### src/hdl/pac_pkg.sv
// ----------------------------------------------------------------------------
// pac_pkg
// Shared types and constants for the pointer acceleration curve block.
// ----------------------------------------------------------------------------
package pac_pkg;

  localparam int CURVE_POINTS = 8;
  localparam int AXIS_COUNT   = 2;
  localparam int IDX_W = (CURVE_POINTS > 1) ? $clog2(CURVE_POINTS) : 1;
  localparam int CNT_W = $clog2(CURVE_POINTS + 1);

  localparam int UNITY       = 1000;
  localparam int DT_MAX_MS   = 100;
  localparam int SPEED_LIMIT = 1000000;
  localparam int FACTOR_LOW  = 100;
  localparam int FACTOR_HIGH = 20000;

  localparam int QUEUE_DEPTH = 2;

  // shared divider: numerator covers a 15x20 bit product, divisor a speed step
  localparam int DIV_NUM_W = 35;
  localparam int DIV_DEN_W = 20;

  // floor(n / 125) == (n * RECIP_125) >> 34 for every n below 2**27
  localparam logic [27:0] RECIP_125 = 28'd137438954;

  typedef enum logic [1:0] {
    K_MOTION,
    K_ZERO,
    K_POINT
  } kind_t;

  typedef struct packed {
    kind_t        kind;
    logic         axis;
    logic         neg;
    logic [15:0]  mag;
    logic [31:0]  time_ms;
    logic [2:0]   point_index;
    logic [19:0]  point_speed;
    logic [14:0]  point_factor;
  } q_item_t;

  typedef enum logic [2:0] {
    B_IDLE,
    B_DT,
    B_SPD,
    B_WALK,
    B_IMUL,
    B_IDIV,
    B_FLIP,
    B_SDIV
  } bstate_t;

  typedef struct packed {
    logic                 start;
    logic [DIV_NUM_W-1:0] num;
    logic [DIV_DEN_W-1:0] den;
  } div_req_t;

  typedef struct packed {
    logic                 done;
    logic [DIV_NUM_W-1:0] quo;
  } div_rsp_t;

endpackage

### src/hdl/pac_if.sv
// ----------------------------------------------------------------------------
// pac_if
// Request and result channels of the pointer acceleration curve block.
// ----------------------------------------------------------------------------
interface pac_in_if;
  logic        valid;
  logic        ready;
  logic        req_type;
  logic        axis;
  logic signed [15:0] motion_delta;
  logic [31:0] time_ms;
  logic [2:0]  point_index;
  logic [19:0] point_speed;
  logic [14:0] point_factor;

  modport source (
    output valid, req_type, axis, motion_delta, time_ms,
           point_index, point_speed, point_factor,
    input  ready
  );
  modport sink (
    input  valid, req_type, axis, motion_delta, time_ms,
           point_index, point_speed, point_factor,
    output ready
  );
endinterface

interface pac_out_if;
  logic        valid;
  logic        ready;
  logic signed [15:0] scaled_delta;
  logic [14:0] factor_used;

  modport source (output valid, scaled_delta, factor_used, input ready);
  modport sink   (input valid, scaled_delta, factor_used, output ready);
endinterface

### src/hdl/pointer_acceleration_curve.sv
// ----------------------------------------------------------------------------
// pointer_acceleration_curve
// Piecewise-linear pointer acceleration with per-axis remainder.
// ----------------------------------------------------------------------------
// channel   dir  handshake     payload
// in_ch     in   valid/ready   req_type axis motion_delta time_ms point_*
// out_ch    out  valid/ready   scaled_delta factor_used
// cfg       in   cfg_we        cfg_wdata = points_in_use
//
// Point writes and zero-delta requests retire in the back part's idle state.
// A motion request holds the back part through a speed divide, a walk over
// the curve points it visits (skipped with an empty curve) and, when it
// interpolates, a second pass through the shared divider; the scaling by
// 1/1000 is a reciprocal multiply. A two-entry queue lets the front keep
// accepting while the back works; a full result register stalls only the back.
// Synchronous reset clears axis history; curve points are undefined until
// written.
module pointer_acceleration_curve
  import pac_pkg::*;
(
  input  logic       clk,
  input  logic       rst,
  pac_in_if.sink     in_ch,
  pac_out_if.source  out_ch,
  input  logic       cfg_we,
  input  logic [3:0] cfg_wdata
);

  logic     push;
  q_item_t  push_item;
  logic     q_full;
  logic     q_pop;
  logic     q_valid;
  q_item_t  q_item;
  div_req_t div_req;
  div_rsp_t div_rsp;

  pac_front u_front (
    .in_ch     (in_ch),
    .q_full    (q_full),
    .push      (push),
    .push_item (push_item)
  );

  pac_queue u_queue (
    .clk       (clk),
    .rst       (rst),
    .push      (push),
    .push_item (push_item),
    .full      (q_full),
    .pop       (q_pop),
    .valid     (q_valid),
    .pop_item  (q_item)
  );

  pac_div u_div (
    .clk (clk),
    .rst (rst),
    .req (div_req),
    .rsp (div_rsp)
  );

  pac_back u_back (
    .clk       (clk),
    .rst       (rst),
    .q_valid   (q_valid),
    .q_item    (q_item),
    .q_pop     (q_pop),
    .cfg_we    (cfg_we),
    .cfg_wdata (cfg_wdata),
    .div_req   (div_req),
    .div_rsp   (div_rsp),
    .out_ch    (out_ch)
  );

endmodule

### src/hdl/pac_front.sv
// ----------------------------------------------------------------------------
// pac_front
// Accepts requests, classifies them and clamps point data for the queue.
// ----------------------------------------------------------------------------
module pac_front
  import pac_pkg::*;
(
  pac_in_if.sink  in_ch,
  input  logic    q_full,
  output logic    push,
  output q_item_t push_item
);

  logic drop;

  assign in_ch.ready = !q_full;

  always_comb begin
    push_item.axis        = in_ch.axis;
    push_item.neg         = in_ch.motion_delta[15];
    push_item.mag         = in_ch.motion_delta[15] ? 16'(-in_ch.motion_delta)
                                                   : 16'(in_ch.motion_delta);
    push_item.time_ms     = in_ch.time_ms;
    push_item.point_index = in_ch.point_index;
    push_item.point_speed = (in_ch.point_speed > 20'(SPEED_LIMIT)) ? 20'(SPEED_LIMIT)
                                                                   : in_ch.point_speed;
    if (in_ch.point_factor < 15'(FACTOR_LOW)) begin
      push_item.point_factor = 15'(FACTOR_LOW);
    end else if (in_ch.point_factor > 15'(FACTOR_HIGH)) begin
      push_item.point_factor = 15'(FACTOR_HIGH);
    end else begin
      push_item.point_factor = in_ch.point_factor;
    end

    drop = 1'b0;
    if (in_ch.req_type) begin
      push_item.kind = K_POINT;
      drop = (32'(in_ch.point_index) >= CURVE_POINTS);
    end else begin
      push_item.kind = (in_ch.motion_delta == '0) ? K_ZERO : K_MOTION;
      drop = (32'(in_ch.axis) >= AXIS_COUNT);
    end
  end

  assign push = in_ch.valid && !q_full && !drop;

endmodule

### src/hdl/pac_queue.sv
// ----------------------------------------------------------------------------
// pac_queue
// Short request queue between the front and back parts.
// ----------------------------------------------------------------------------
module pac_queue
  import pac_pkg::*;
(
  input  logic    clk,
  input  logic    rst,
  input  logic    push,
  input  q_item_t push_item,
  output logic    full,
  input  logic    pop,
  output logic    valid,
  output q_item_t pop_item
);

  localparam int PTR_W = (QUEUE_DEPTH > 1) ? $clog2(QUEUE_DEPTH) : 1;
  localparam int CNT_QW = $clog2(QUEUE_DEPTH + 1);

  q_item_t            mem [QUEUE_DEPTH];
  logic [PTR_W-1:0]   wr_ptr;
  logic [PTR_W-1:0]   rd_ptr;
  logic [CNT_QW-1:0]  count;
  logic               do_pop;

  assign full     = (count == CNT_QW'(QUEUE_DEPTH));
  assign valid    = (count != '0);
  assign pop_item = mem[rd_ptr];
  assign do_pop   = pop && valid;

  always_ff @(posedge clk) begin
    if (push) begin
      mem[wr_ptr] <= push_item;
    end
  end

  always_ff @(posedge clk) begin
    if (rst) begin
      wr_ptr <= '0;
      rd_ptr <= '0;
      count  <= '0;
    end else begin
      if (push) begin
        wr_ptr <= (wr_ptr == PTR_W'(QUEUE_DEPTH - 1)) ? '0 : wr_ptr + 1'b1;
      end
      if (do_pop) begin
        rd_ptr <= (rd_ptr == PTR_W'(QUEUE_DEPTH - 1)) ? '0 : rd_ptr + 1'b1;
      end
      if (push && !do_pop) begin
        count <= count + 1'b1;
      end else if (!push && do_pop) begin
        count <= count - 1'b1;
      end
    end
  end

endmodule

### src/hdl/pac_div.sv
// ----------------------------------------------------------------------------
// pac_div
// Shared restoring divider, one quotient bit per cycle.
// ----------------------------------------------------------------------------
module pac_div
  import pac_pkg::*;
(
  input  logic     clk,
  input  logic     rst,
  input  div_req_t req,
  output div_rsp_t rsp
);

  localparam int STEP_W = $clog2(DIV_NUM_W + 1);

  logic [DIV_DEN_W-1:0] acc;
  logic [DIV_NUM_W-1:0] quo;
  logic [DIV_DEN_W-1:0] den;
  logic [STEP_W-1:0]    steps;
  logic                 busy;
  logic                 done;
  logic [DIV_DEN_W:0]   shifted;
  logic                 fits;

  assign shifted = {acc, quo[DIV_NUM_W-1]};
  assign fits    = (shifted >= {1'b0, den});

  always_ff @(posedge clk) begin
    if (req.start) begin
      acc <= '0;
      quo <= req.num;
      den <= req.den;
    end else if (busy) begin
      acc <= fits ? DIV_DEN_W'(shifted - {1'b0, den}) : DIV_DEN_W'(shifted);
      quo <= {quo[DIV_NUM_W-2:0], fits};
    end
  end

  always_ff @(posedge clk) begin
    if (rst) begin
      busy  <= 1'b0;
      done  <= 1'b0;
      steps <= '0;
    end else begin
      done <= 1'b0;
      if (req.start) begin
        busy  <= 1'b1;
        steps <= '0;
      end else if (busy) begin
        steps <= steps + 1'b1;
        if (steps == STEP_W'(DIV_NUM_W - 1)) begin
          busy <= 1'b0;
          done <= 1'b1;
        end
      end
    end
  end

  assign rsp.done = done;
  assign rsp.quo  = quo;

endmodule

### src/hdl/pac_back.sv
// ----------------------------------------------------------------------------
// pac_back
// Sequencer: curve writes, speed estimate, curve walk, scaling with remainder.
// ----------------------------------------------------------------------------
module pac_back
  import pac_pkg::*;
(
  input  logic          clk,
  input  logic          rst,
  input  logic          q_valid,
  input  q_item_t       q_item,
  output logic          q_pop,
  input  logic          cfg_we,
  input  logic [3:0]    cfg_wdata,
  output div_req_t      div_req,
  input  div_rsp_t      div_rsp,
  pac_out_if.source     out_ch
);

  bstate_t state, state_next;

  logic [19:0] spd_tab [CURVE_POINTS];
  logic [14:0] fac_tab [CURVE_POINTS];

  logic [31:0] last_time [AXIS_COUNT];
  logic        last_neg  [AXIS_COUNT];
  logic        last_pos  [AXIS_COUNT];
  logic signed [10:0] remainder [AXIS_COUNT];

  logic [3:0]  points_in_use;
  q_item_t     cur;
  logic [24:0] speed;
  logic [CNT_W-1:0] k;
  logic [19:0] prev_s;
  logic [14:0] prev_f;
  logic [14:0] factor;
  logic [19:0] i_dspd;
  logic [19:0] i_den;
  logic [14:0] i_fmag;
  logic        i_neg;
  logic        t_neg;
  logic [29:0] t_reg;
  logic [20:0] q_reg;

  logic        out_valid;
  logic signed [15:0] out_delta;
  logic [14:0] out_factor;

  // combinational helpers
  logic [31:0] lt;
  logic [31:0] diff;
  logic [6:0]  dt;
  logic [4:0]  n_eff;
  logic [CNT_W-1:0] last_k;
  logic [19:0] s_k;
  logic [14:0] f_k;
  logic        flip;
  logic [14:0] f_eff;
  logic signed [16:0] raw_s;
  logic signed [32:0] total;
  logic [31:0] t_mag;
  logic [15:0] f_adj;
  logic [54:0] q_prod;
  logic [29:0] r_mag;
  logic signed [15:0] q_sat;
  logic signed [10:0] r_s;
  logic        out_free;
  logic        sdiv_ok;
  logic        sdiv_seen;

  assign out_free = !out_valid || out_ch.ready;

  // result register loads once the quotient is ready and the output is free
  assign sdiv_ok = (state == B_SDIV) && sdiv_seen && out_free;

  always_comb begin
    lt   = last_time[cur.axis];
    diff = cur.time_ms - lt;
    if (lt != '0 && cur.time_ms > lt) begin
      dt = (diff > 32'(DT_MAX_MS)) ? 7'(DT_MAX_MS) : diff[6:0];
    end else begin
      dt = 7'd1;
    end

    n_eff  = (32'(points_in_use) > CURVE_POINTS) ? 5'(CURVE_POINTS) : {1'b0, points_in_use};
    last_k = CNT_W'(n_eff - 5'd1);
    s_k    = spd_tab[k[IDX_W-1:0]];
    f_k    = fac_tab[k[IDX_W-1:0]];

    // direction reversal caps the factor at unity
    flip  = (last_neg[cur.axis] && !cur.neg) || (last_pos[cur.axis] && cur.neg);
    f_eff = (flip && factor > 15'(UNITY)) ? 15'(UNITY) : factor;
    raw_s = cur.neg ? -$signed({1'b0, cur.mag}) : $signed({1'b0, cur.mag});
    total = raw_s * $signed({1'b0, f_eff}) + 33'(remainder[cur.axis]);
    t_mag = total[32] ? 32'(-total) : 32'(total);

    f_adj = i_neg ? 16'({1'b0, prev_f} - div_rsp.quo[15:0])
                  : 16'({1'b0, prev_f} + div_rsp.quo[15:0]);

    // magnitude / 1000 as (magnitude / 8) / 125 by reciprocal multiply
    q_prod = 55'(t_reg[29:3]) * 55'(RECIP_125);
    r_mag  = t_reg - 30'(q_reg) * 30'(UNITY);
    if (t_neg) begin
      q_sat = (q_reg > 21'd32768) ? -16'sd32768 : -$signed(q_reg[15:0]);
      r_s   = -$signed({1'b0, r_mag[9:0]});
    end else begin
      q_sat = (q_reg > 21'd32767) ? 16'sd32767 : $signed(q_reg[15:0]);
      r_s   = $signed({1'b0, r_mag[9:0]});
    end
  end

  always_comb begin
    state_next  = state;
    q_pop       = 1'b0;
    div_req     = '0;
    unique case (state)
      B_IDLE: begin
        q_pop = q_valid;
        if (q_valid && q_item.kind == K_MOTION) begin
          state_next = B_DT;
        end
      end
      B_DT: begin
        div_req.start = 1'b1;
        div_req.num   = DIV_NUM_W'(cur.mag) * DIV_NUM_W'(UNITY);
        div_req.den   = DIV_DEN_W'(dt);
        state_next    = B_SPD;
      end
      B_SPD: begin
        if (div_rsp.done) begin
          state_next = (points_in_use == '0) ? B_FLIP : B_WALK;
        end
      end
      B_WALK: begin
        if (25'(s_k) >= speed) begin
          state_next = (k == '0 || s_k <= prev_s) ? B_FLIP : B_IMUL;
        end else if (k == last_k) begin
          state_next = B_FLIP;
        end
      end
      B_IMUL: begin
        div_req.start = 1'b1;
        div_req.num   = DIV_NUM_W'(i_fmag) * DIV_NUM_W'(i_dspd);
        div_req.den   = i_den;
        state_next    = B_IDIV;
      end
      B_IDIV: begin
        if (div_rsp.done) begin
          state_next = B_FLIP;
        end
      end
      B_FLIP: begin
        state_next = B_SDIV;
      end
      B_SDIV: begin
        if (sdiv_ok) begin
          state_next = B_IDLE;
        end
      end
      default: state_next = B_IDLE;
    endcase
  end

  always_ff @(posedge clk) begin
    if (rst) begin
      state <= B_IDLE;
    end else begin
      state <= state_next;
    end
  end

  always_ff @(posedge clk) begin
    if (rst) begin
      sdiv_seen <= 1'b0;
    end else if (sdiv_ok) begin
      sdiv_seen <= 1'b0;
    end else if (state == B_SDIV) begin
      sdiv_seen <= 1'b1;
    end
  end

  always_ff @(posedge clk) begin
    if (state == B_IDLE && q_valid && q_item.kind == K_POINT) begin
      spd_tab[q_item.point_index[IDX_W-1:0]] <= q_item.point_speed;
      fac_tab[q_item.point_index[IDX_W-1:0]] <= q_item.point_factor;
    end
  end

  always_ff @(posedge clk) begin
    if (rst) begin
      points_in_use <= 4'd1;
      out_valid     <= 1'b0;
      for (int a = 0; a < AXIS_COUNT; a++) begin
        last_time[a] <= '0;
        last_neg[a]  <= 1'b0;
        last_pos[a]  <= 1'b0;
        remainder[a] <= '0;
      end
    end else begin
      if (cfg_we) begin
        points_in_use <= cfg_wdata;
      end
      if (sdiv_ok) begin
        out_valid <= 1'b1;
      end else if (out_ch.ready) begin
        out_valid <= 1'b0;
      end
      if (state == B_IDLE && q_valid && q_item.kind == K_ZERO) begin
        last_time[q_item.axis] <= q_item.time_ms;
      end
      if (sdiv_ok) begin
        remainder[cur.axis]     <= r_s;
        last_neg[cur.axis]      <= cur.neg;
        last_pos[cur.axis]      <= !cur.neg;
        last_time[cur.axis]     <= cur.time_ms;
      end
    end
  end

  always_ff @(posedge clk) begin
    if (state == B_IDLE && q_valid) begin
      cur <= q_item;
    end
    if (sdiv_ok) begin
      out_delta  <= q_sat;
      out_factor <= factor;
    end
    unique case (state)
      B_SPD: begin
        speed  <= div_rsp.quo[24:0];
        k      <= '0;
        factor <= 15'(UNITY);
      end
      B_WALK: begin
        if (25'(s_k) >= speed) begin
          factor <= f_k;
          i_dspd <= 20'(speed - 25'(prev_s));
          i_den  <= s_k - prev_s;
          i_neg  <= (f_k < prev_f);
          i_fmag <= (f_k < prev_f) ? prev_f - f_k : f_k - prev_f;
        end else if (k == last_k) begin
          factor <= f_k;
        end else begin
          prev_s <= s_k;
          prev_f <= f_k;
          k      <= k + 1'b1;
        end
      end
      B_IDIV: begin
        if (div_rsp.done) begin
          factor <= f_adj[14:0];
        end
      end
      B_FLIP: begin
        factor <= f_eff;
        t_neg  <= total[32];
        t_reg  <= t_mag[29:0];
      end
      B_SDIV: begin
        q_reg <= q_prod[54:34];
      end
      default: ;
    endcase
  end

  assign out_ch.valid        = out_valid;
  assign out_ch.scaled_delta = out_delta;
  assign out_ch.factor_used  = out_factor;

endmodule
### src/flat_wrapper.sv
// flat-port wrapper written by rule: the top's interface ports become plain ports
module pointer_acceleration_curve_flat import pac_pkg::*;
  (clk, rst, cfg_we, cfg_wdata, in_ch_valid, in_ch_req_type, in_ch_axis, in_ch_motion_delta, in_ch_time_ms, in_ch_point_index, in_ch_point_speed, in_ch_point_factor, in_ch_ready, out_ch_valid, out_ch_scaled_delta, out_ch_factor_used, out_ch_ready);
  pac_in_if in_ch_i ();
  pac_out_if out_ch_i ();
  input  logic clk;
  input  logic rst;
  input  logic cfg_we;
  input  logic [3:0] cfg_wdata;
  input wire logic [$bits(in_ch_i.valid)-1:0] in_ch_valid;
  input wire logic [$bits(in_ch_i.req_type)-1:0] in_ch_req_type;
  input wire logic [$bits(in_ch_i.axis)-1:0] in_ch_axis;
  input wire logic [$bits(in_ch_i.motion_delta)-1:0] in_ch_motion_delta;
  input wire logic [$bits(in_ch_i.time_ms)-1:0] in_ch_time_ms;
  input wire logic [$bits(in_ch_i.point_index)-1:0] in_ch_point_index;
  input wire logic [$bits(in_ch_i.point_speed)-1:0] in_ch_point_speed;
  input wire logic [$bits(in_ch_i.point_factor)-1:0] in_ch_point_factor;
  output wire logic [$bits(in_ch_i.ready)-1:0] in_ch_ready;
  output wire logic [$bits(out_ch_i.valid)-1:0] out_ch_valid;
  output wire logic [$bits(out_ch_i.scaled_delta)-1:0] out_ch_scaled_delta;
  output wire logic [$bits(out_ch_i.factor_used)-1:0] out_ch_factor_used;
  input wire logic [$bits(out_ch_i.ready)-1:0] out_ch_ready;
  assign in_ch_i.valid = in_ch_valid;
  assign in_ch_i.req_type = in_ch_req_type;
  assign in_ch_i.axis = in_ch_axis;
  assign in_ch_i.motion_delta = in_ch_motion_delta;
  assign in_ch_i.time_ms = in_ch_time_ms;
  assign in_ch_i.point_index = in_ch_point_index;
  assign in_ch_i.point_speed = in_ch_point_speed;
  assign in_ch_i.point_factor = in_ch_point_factor;
  assign in_ch_ready = in_ch_i.ready;
  assign out_ch_valid = out_ch_i.valid;
  assign out_ch_scaled_delta = out_ch_i.scaled_delta;
  assign out_ch_factor_used = out_ch_i.factor_used;
  assign out_ch_i.ready = out_ch_ready;
  pointer_acceleration_curve u_core (.clk(clk), .rst(rst), .in_ch(in_ch_i), .out_ch(out_ch_i), .cfg_we(cfg_we), .cfg_wdata(cfg_wdata));
endmodule
### config.mk
export PLATFORM = sky130hd
export DESIGN_NAME = pointer_acceleration_curve_flat
export DESIGN_NICKNAME = d
export VERILOG_FILES = /design/src/hdl/pac_pkg.sv /design/src/hdl/pac_if.sv /design/src/hdl/pointer_acceleration_curve.sv /design/src/hdl/pac_front.sv /design/src/hdl/pac_queue.sv /design/src/hdl/pac_div.sv /design/src/hdl/pac_back.sv /design/src/flat_wrapper.sv
export SDC_FILE = /design/constraint.sdc
export NUM_CORES = 2
export LEC_CHECK = 0
export BUFFER_PORTS_ARGS = -buffer_cell sky130_fd_sc_hd__buf_4
export CAP_MARGIN = 40
export CORE_MARGIN = 3
export CORE_UTILIZATION = 60
export CTS_CLUSTER_DIAMETER = 120
export DETAILED_ROUTE_END_ITERATION = 8
export PLACE_DENSITY = 0.77
export SLEW_MARGIN = 40
export SYNTH_ARGS = -nofsm -noshare
export SYNTH_HDL_FRONTEND = slang
export SYNTH_SLANG_ARGS = --single-unit
### constraint.sdc
create_clock -name clk -period 10.16 [get_ports clk]
set_clock_uncertainty 0.1 [all_clocks]
set_input_delay 1.524 -clock clk [delete_from_list [all_inputs] [get_ports clk]]
set_output_delay 1.524 -clock clk [all_outputs]
set_load 0.01 [all_outputs]
# Word-level counts from Yosys, hierarchy flattened
# Memory sizes are Yosys's and may differ from the RTL's. A register that Yosys moved wholly into a read port is not among the register bits.
# Cells that the tools add are included.
# op_classes
add_sub_neg	22
mul	5
n_lt_le_gt_ge	13
n_eq_ne	19
muxes	84
bitwise	3
n_reduce_logical	47
# ops
operator	n
15-bit two-way mux	8
56-bit one-hot mux with 2 select lines	1
35-bit two-way mux	2
16-bit two-way mux	4
32-bit two-way mux	2
32-bit OR reduction	2
15-bit one-hot mux with 4 select lines	1
20-bit subtractor	3
27-bit by 27-bit multiplier with 54-bit output, second input constant	1
15-bit subtractor	3
1-bit two-way mux	40
20-bit two-way mux	2
15-bit by 20-bit multiplier with 35-bit output	1
33-bit by 11-bit adder with 33-bit output	1
17-bit by 16-bit multiplier with 33-bit output	1
32-bit > comparator	1
32-bit by 7-bit > comparator with 1-bit output, second input constant	1
16-bit negator	2
32-bit nonzero test	1
32-bit subtractor	1
30-bit two-way mux	1
30-bit negator	1
3-bit two-way mux	9
20-bit by 25-bit greater-or-equal comparator with 1-bit output	1
56 further kinds	103
# totals
regBits	364
mem_bits_rw	550
inputBits	97
out_inout_bits	33
elab_cells	231
n_memories	7
# memory_table
name	words	width	read_ports	rd_clocked_by_memory_dff	write_ports	line	text
u_core.u_queue.mem	2	90	1	1	1	pac_queue.sv:21	q_item_t mem [QUEUE_DEPTH];
u_core.u_back.spd_tab	8	20	1	1	1	pac_back.sv:22	logic [19:0] spd_tab [CURVE_POINTS];
u_core.u_back.fac_tab	8	15	1	1	1	pac_back.sv:23	logic [14:0] fac_tab [CURVE_POINTS];
u_core.u_back.last_time	2	32	1	1	2	pac_back.sv:25	logic [31:0] last_time [AXIS_COUNT];
u_core.u_back.remainder	2	11	1	1	2	pac_back.sv:28	logic signed [10:0] remainder [AXIS_COUNT];
u_core.u_back.last_neg	2	1	1	1	2	pac_back.sv:26	logic last_neg [AXIS_COUNT];
+1 memories	--	--	--	--	--	--	

# Longest topological paths before layout
# depth
depth_word	9
ltp_mapped	35
mapped_depth_nobuf	33

# Cells and area by module
# From an unflattened synthesis, not the netlist that was laid out.
# unflattened
hier_cells	6933
hier_area_um2	78012.3
# modules_own_cells
mod	n_inst	cells_per_inst	area_each_um2	seq_area_each_um2
pac_back	1	6067	65726.8	19418.6
pac_queue	1	302	6739.0	5505.3
pac_div	1	408	4521.8	2212.1
pac_front	1	156	1024.7	0.0

# Worst setup path after synthesis
# No wires, ideal clock.
# synth_path
path_kind	reg2reg
start	register with a tool-made name
end	register u_core.u_back.t_reg[29], data pin
setup_time_ps	263
arrival_time_ps	8380
required_ps	9797
path_slack_ps	1417
stages_incl_launch_ff	34
n_path_buf	5
synth_period_minus_slack_ps	8743
path_cell_list	dfxtp_1 > clkbuf_1 > mux4_2 > inv_1 > a31oi_1 > clkbuf_1 > or2_2 > clkbuf_1 > clkbuf_1 > nand2_1 > fa_1 > inv_1 > fa_1 > inv_1 > fa_1 > inv_1 > fa_1 > fa_1 > inv_1 > fa_1 > inv_1 > ha_1 > buf_6 > a21oi_1 > nand2b_1 > o211ai_1 > nand3b_1 > and3_4 > or4_1 > a21o_1 > or3_1 > or2_1 > o41ai_2 > xnor2_1
# synth_rtl
item	line	text
end signal: assignment	pac_back.sv:257	t_reg <= t_mag[29:0];
end: declaration	pac_back.sv:42	logic [29:0] t_reg;

# Final worst setup path
# layout_path
start	register u_core.u_back.cur[70] (netlist bit)
end	register u_core.u_back.t_reg[29], data pin
# layout_via
elab_chain_cells	6
# layout_rtl
item	line	text
start: declaration	pac_back.sv:31	q_item_t cur;
start signal: assignment	pac_back.sv:222	cur <= q_item;
16-bit negator with 17-bit output	pac_back.sv:93	raw_s = cur.neg ? -$signed({1'b0, cur.mag}) : $signed({1'b0, cur.mag});
17-bit two-way mux *	pac_back.sv:93	
17-bit by 16-bit multiplier with 33-bit output *	pac_back.sv:94	total = raw_s * $signed({1'b0, f_eff}) + 33'(remainder[cur.axis]);
33-bit by 11-bit adder with 33-bit output *	pac_back.sv:94	
30-bit negator	pac_back.sv:95	t_mag = total[32] ? 32'(-total) : 32'(total);
30-bit two-way mux *	pac_back.sv:95	
via u_core.u_back.t_mag[29]	pac_back.sv:61	logic [31:0] t_mag;
# The timed path passes the listed nets; every way through them passes the cells marked *.
# A chain may end at the register's enable or synchronous reset.

==> results by group <==
Status
  • Outcome: complete, no violations

Setup path
  • Critical Path RT: roughly 10000 ps
  • End of the worst register-to-register path: u_core.u_back.t_reg[29]
  • Arrival @ worst endpoint: between 9000 and 10000 ps
  • CP max stage delay: roughly 660 ps
  • Critical Path Fanout Max: 11
  • Setup slack on the worst flop-to-flop path: 970 ps
  • CP max stage cell: edfxtp_1
  • Crit end category: flop
  • Cell mode on critical path: fa_1
  • Crit path kind: reg2reg
  • R2R Path Start: u_core.u_back.cur[70]
  • Crit path launch type: flop
  • Reg2reg path depth: 28

Die
  • Core ar.: approximately 130000 sq um
  • Die area: between 100000 and 150000 sq um
  • Initial Util: around three fifths
  • Io pins: between 100 and 150
  • Row count: between 100 and 150
  • Chip height: 363 microns
  • Die X: ~360 microns

Clock tree
  • CTS Sinks: between 900 and 1000
  • CTS Hold Bufs: 0
  • Worst-path clk slew: 70 ps
  • Resized Gates After CTS: 0
  • Worst skew pair latency: approximately 730 ps
  • Setup Buffers After CTS: 0
  • Longest Clk Path Bufs: 3
  • H-tree Lvls: 3
  • CTS tree: done
  • CTS root buffer: clkbuf_16
  • CTS buffer count: a little under 100

Synthesis
  • Synth async-reset ratio: 0%
  • Synth cell types: 86
  • Register area share after synthesis: 35.5%
  • Mapped Nets: between 8000 and 9000
  • Number of flops mapped to enable cells by yosys: roughly 870
  • YS warnings: 0
  • Synth Register Bits: about 900
  • Syn Area/Cell: roughly 11 sq um
  • Most used flip-flop cell after synthesis: edfxtp_1
  • Syn Std Cell Area: 76400 sq um
  • Cell count after synthesis: between 6000 and 7000

STA
  • Achievable frequency: 0.109 GHz
  • Max-slew violation count: 0
  • Crit path time final: 9190 ps
  • Final Hold Fails: 0
  • Worst slew pin tran: between 800 and 900 ps
  • Fin Setup TNS: 0 ps
  • Unrepaired setup endpoints after global routing: false
  • Normalized max-slew margin: a little over two fifths
  • Final period util: 90.4%
  • Final worst slack: between 900 and 1000 ps
  • Final setup violating endpoints: 0

Layout
  • Fill cells: between 9000 and 10000
  • Layout cells sized above 1: approximately 9%
  • Fin nets: about 8500
  • Max reg flops: 180
  • Area occupied by multi-input gates: between 40000 and 50000 sq um
  • Area Growth Syn to Fin: 8.46%
  • Register Area: around 27000 sq um
  • Largest Register: u_core.u_queue.mem

Route
  • Vias per inst: ~6
  • Routed Antenna Nets: 0
  • Vias post-DR: ~51000
  • DRC Markers: 0
  • Drt pass-1 iters: 6
  • Final wirelength: just under 200 mm
  • Wirelength per Cell: 22.5 microns
  • Detailed Route Iter0 Violations: 4565

Global routing
  • Vias in the first global route: ~54000
  • Pin count of the biggest net entering global routing: approximately 60
  • GRT busiest layer: met2
  • Gr usage total: between 30% and 40%
  • GRT met2 Usage: around half
  • Met1 GRT Util: between 40% and 50%
  • Global-route met3 utilization: 5.46%
  • Antenna violations before repair: 3
  • Global-route wire length before repair: slightly above 300 mm
  • Grt ovf: 0

Place
  • Port buffer count: 129
  • Dpl ws: between 900 and 1000 ps
  • Final Wtd Congestion: roughly 0.95
  • HPWL Detailed: 146 mm

Worst hold path
  • Worst Hold Launch: u_core.u_div.quo[23]
  • Worst hold path type: reg2reg
  • Hold Path Cell Cnt: 0
  • Hold worst-path end: u_core.u_back.speed[23]

Flow run
  • Count of maximum capacitance violations: 0
## cell families (layout without fill, tap and decap cells)
logic type      count (synthesis)  count (layout)  synth area share (%)
compound gates                775             775                  6.53
flops                         919             919                  35.5
fa+ha+maj                    1528            1528                  32.9
xor+xnor                      293             293                  3.36
mux                           306             306                  5.36
other cells                     0               1                     0
simple gates                 1579            1579                  9.72
buf+inv                      1346            1546                  6.62
## per-layer routing
| layer | share of wire [%] | vias to the layer above |
|---|---|---|
| li1 | - | 22935 |
| met1 | 41 | 25833 |
| met2 | 48 | 2181 |
| met3 | 8.4 | 401 |
| met4 | 3.4 | 4 |
| met5 | 0.012 | - |
## critical path: cells and delay by family (launching register included)
kind | cells | cell delay, ps
fa+ha+maj | 8 | 3770
compound gates | 5 | 1240
flops | 1 | 660
buf+inv | 5 | 370
xor+xnor | 2 | 710
simple gates | 8 | 2030
## cell type report
type | instances | share of cell area (%)
inverter | 1151 | 5.21
clock buffer | 129 | 3.13
multi-input combinational | 4481 | 53.6
sequential | 919 | 32.8
timing repair buffer | 215 | 2.02
clock inverter | 51 | 0.782
tap | 1650 | 2.49
antenna | 1 | 0.00302
## synth_stat cells (41+ instances only)
library cell  count  area [sq um]
mux2_2          118          1330
o21ai_0         188           941
xnor2_1         215          1880
mux4_2           71          1600
xor2_1           78           683
a21oi_1         200          1000
nand4_1          44           275
and2_1          163          1020
clkbuf_1        172           646
nor2b_1          54           338
nand3_1          58           290
ha_1            727          9100
mux2i_1         117          1170
or3_1            41           257
edfxtp_1        873         26200
dfxtp_1          46           921
a21o_1           61           458
nor2_1          421          1580
inv_1          1150          4320
nand2b_1         60           375
nor3_1           80           400
fa_1            801         16000
nand2_1         535          2010
## worst max path at each step
stage / startpoint / cells past startpoint / to / slack, ps
floorplan: flop / 33 / u_core.u_back.t_reg[29] / 1420
global placement: u_core.u_back.cur[72] / 28 / u_core.u_back.t_reg[29] / 950
detailed placement: u_core.u_back.cur[86] / 29 / u_core.u_back.t_reg[29] / 910
CTS: u_core.u_back.cur[86] / 29 / u_core.u_back.t_reg[29] / 870
global route: u_core.u_back.cur[70] / 28 / u_core.u_back.t_reg[29] / 360
finish: u_core.u_back.cur[70] / 28 / u_core.u_back.t_reg[29] / 970
## metrics by stage
| stage | util [%] | instance area [sq um] | hold slack [ps] | std cells |
|---|---|---|---|---|
| floorplan | - | 76400 | 326 | 6746 |
| detailed placement | 63.1 | 79500 | 337 | 8407 |
| CTS | 65.6 | 82700 | 344 | 8587 |
| global route | 65.7 | 82900 | 354 | 8597 |
| global placement | 63.0 | 79400 | 332 | 8405 |
| finish | 65.7 | 82900 | 348 | 8597 |
## placed cells by master (no fill, tap or decap), drive strengths merged, types with 34 or more instances in the layout
cell type and instances:
a21o 61, a21oi 200, and2 164, and3 34, buf 215, clkbuf 129
clkinv 34, dfxtp 46, edfxtp 873, fa 801, ha 727, inv 1156
mux2 118, mux2i 117, mux4 71, nand2 535, nand2b 60, nand3 58
nand4 44, nor2 421, nor2b 54, nor3 80, o21ai 191, or3 41
xnor2 215, xor2 78
Power is left out: the tool's default activity adds up to more than one toggle a clock period on the data nets, which glitch-free logic cannot reach.
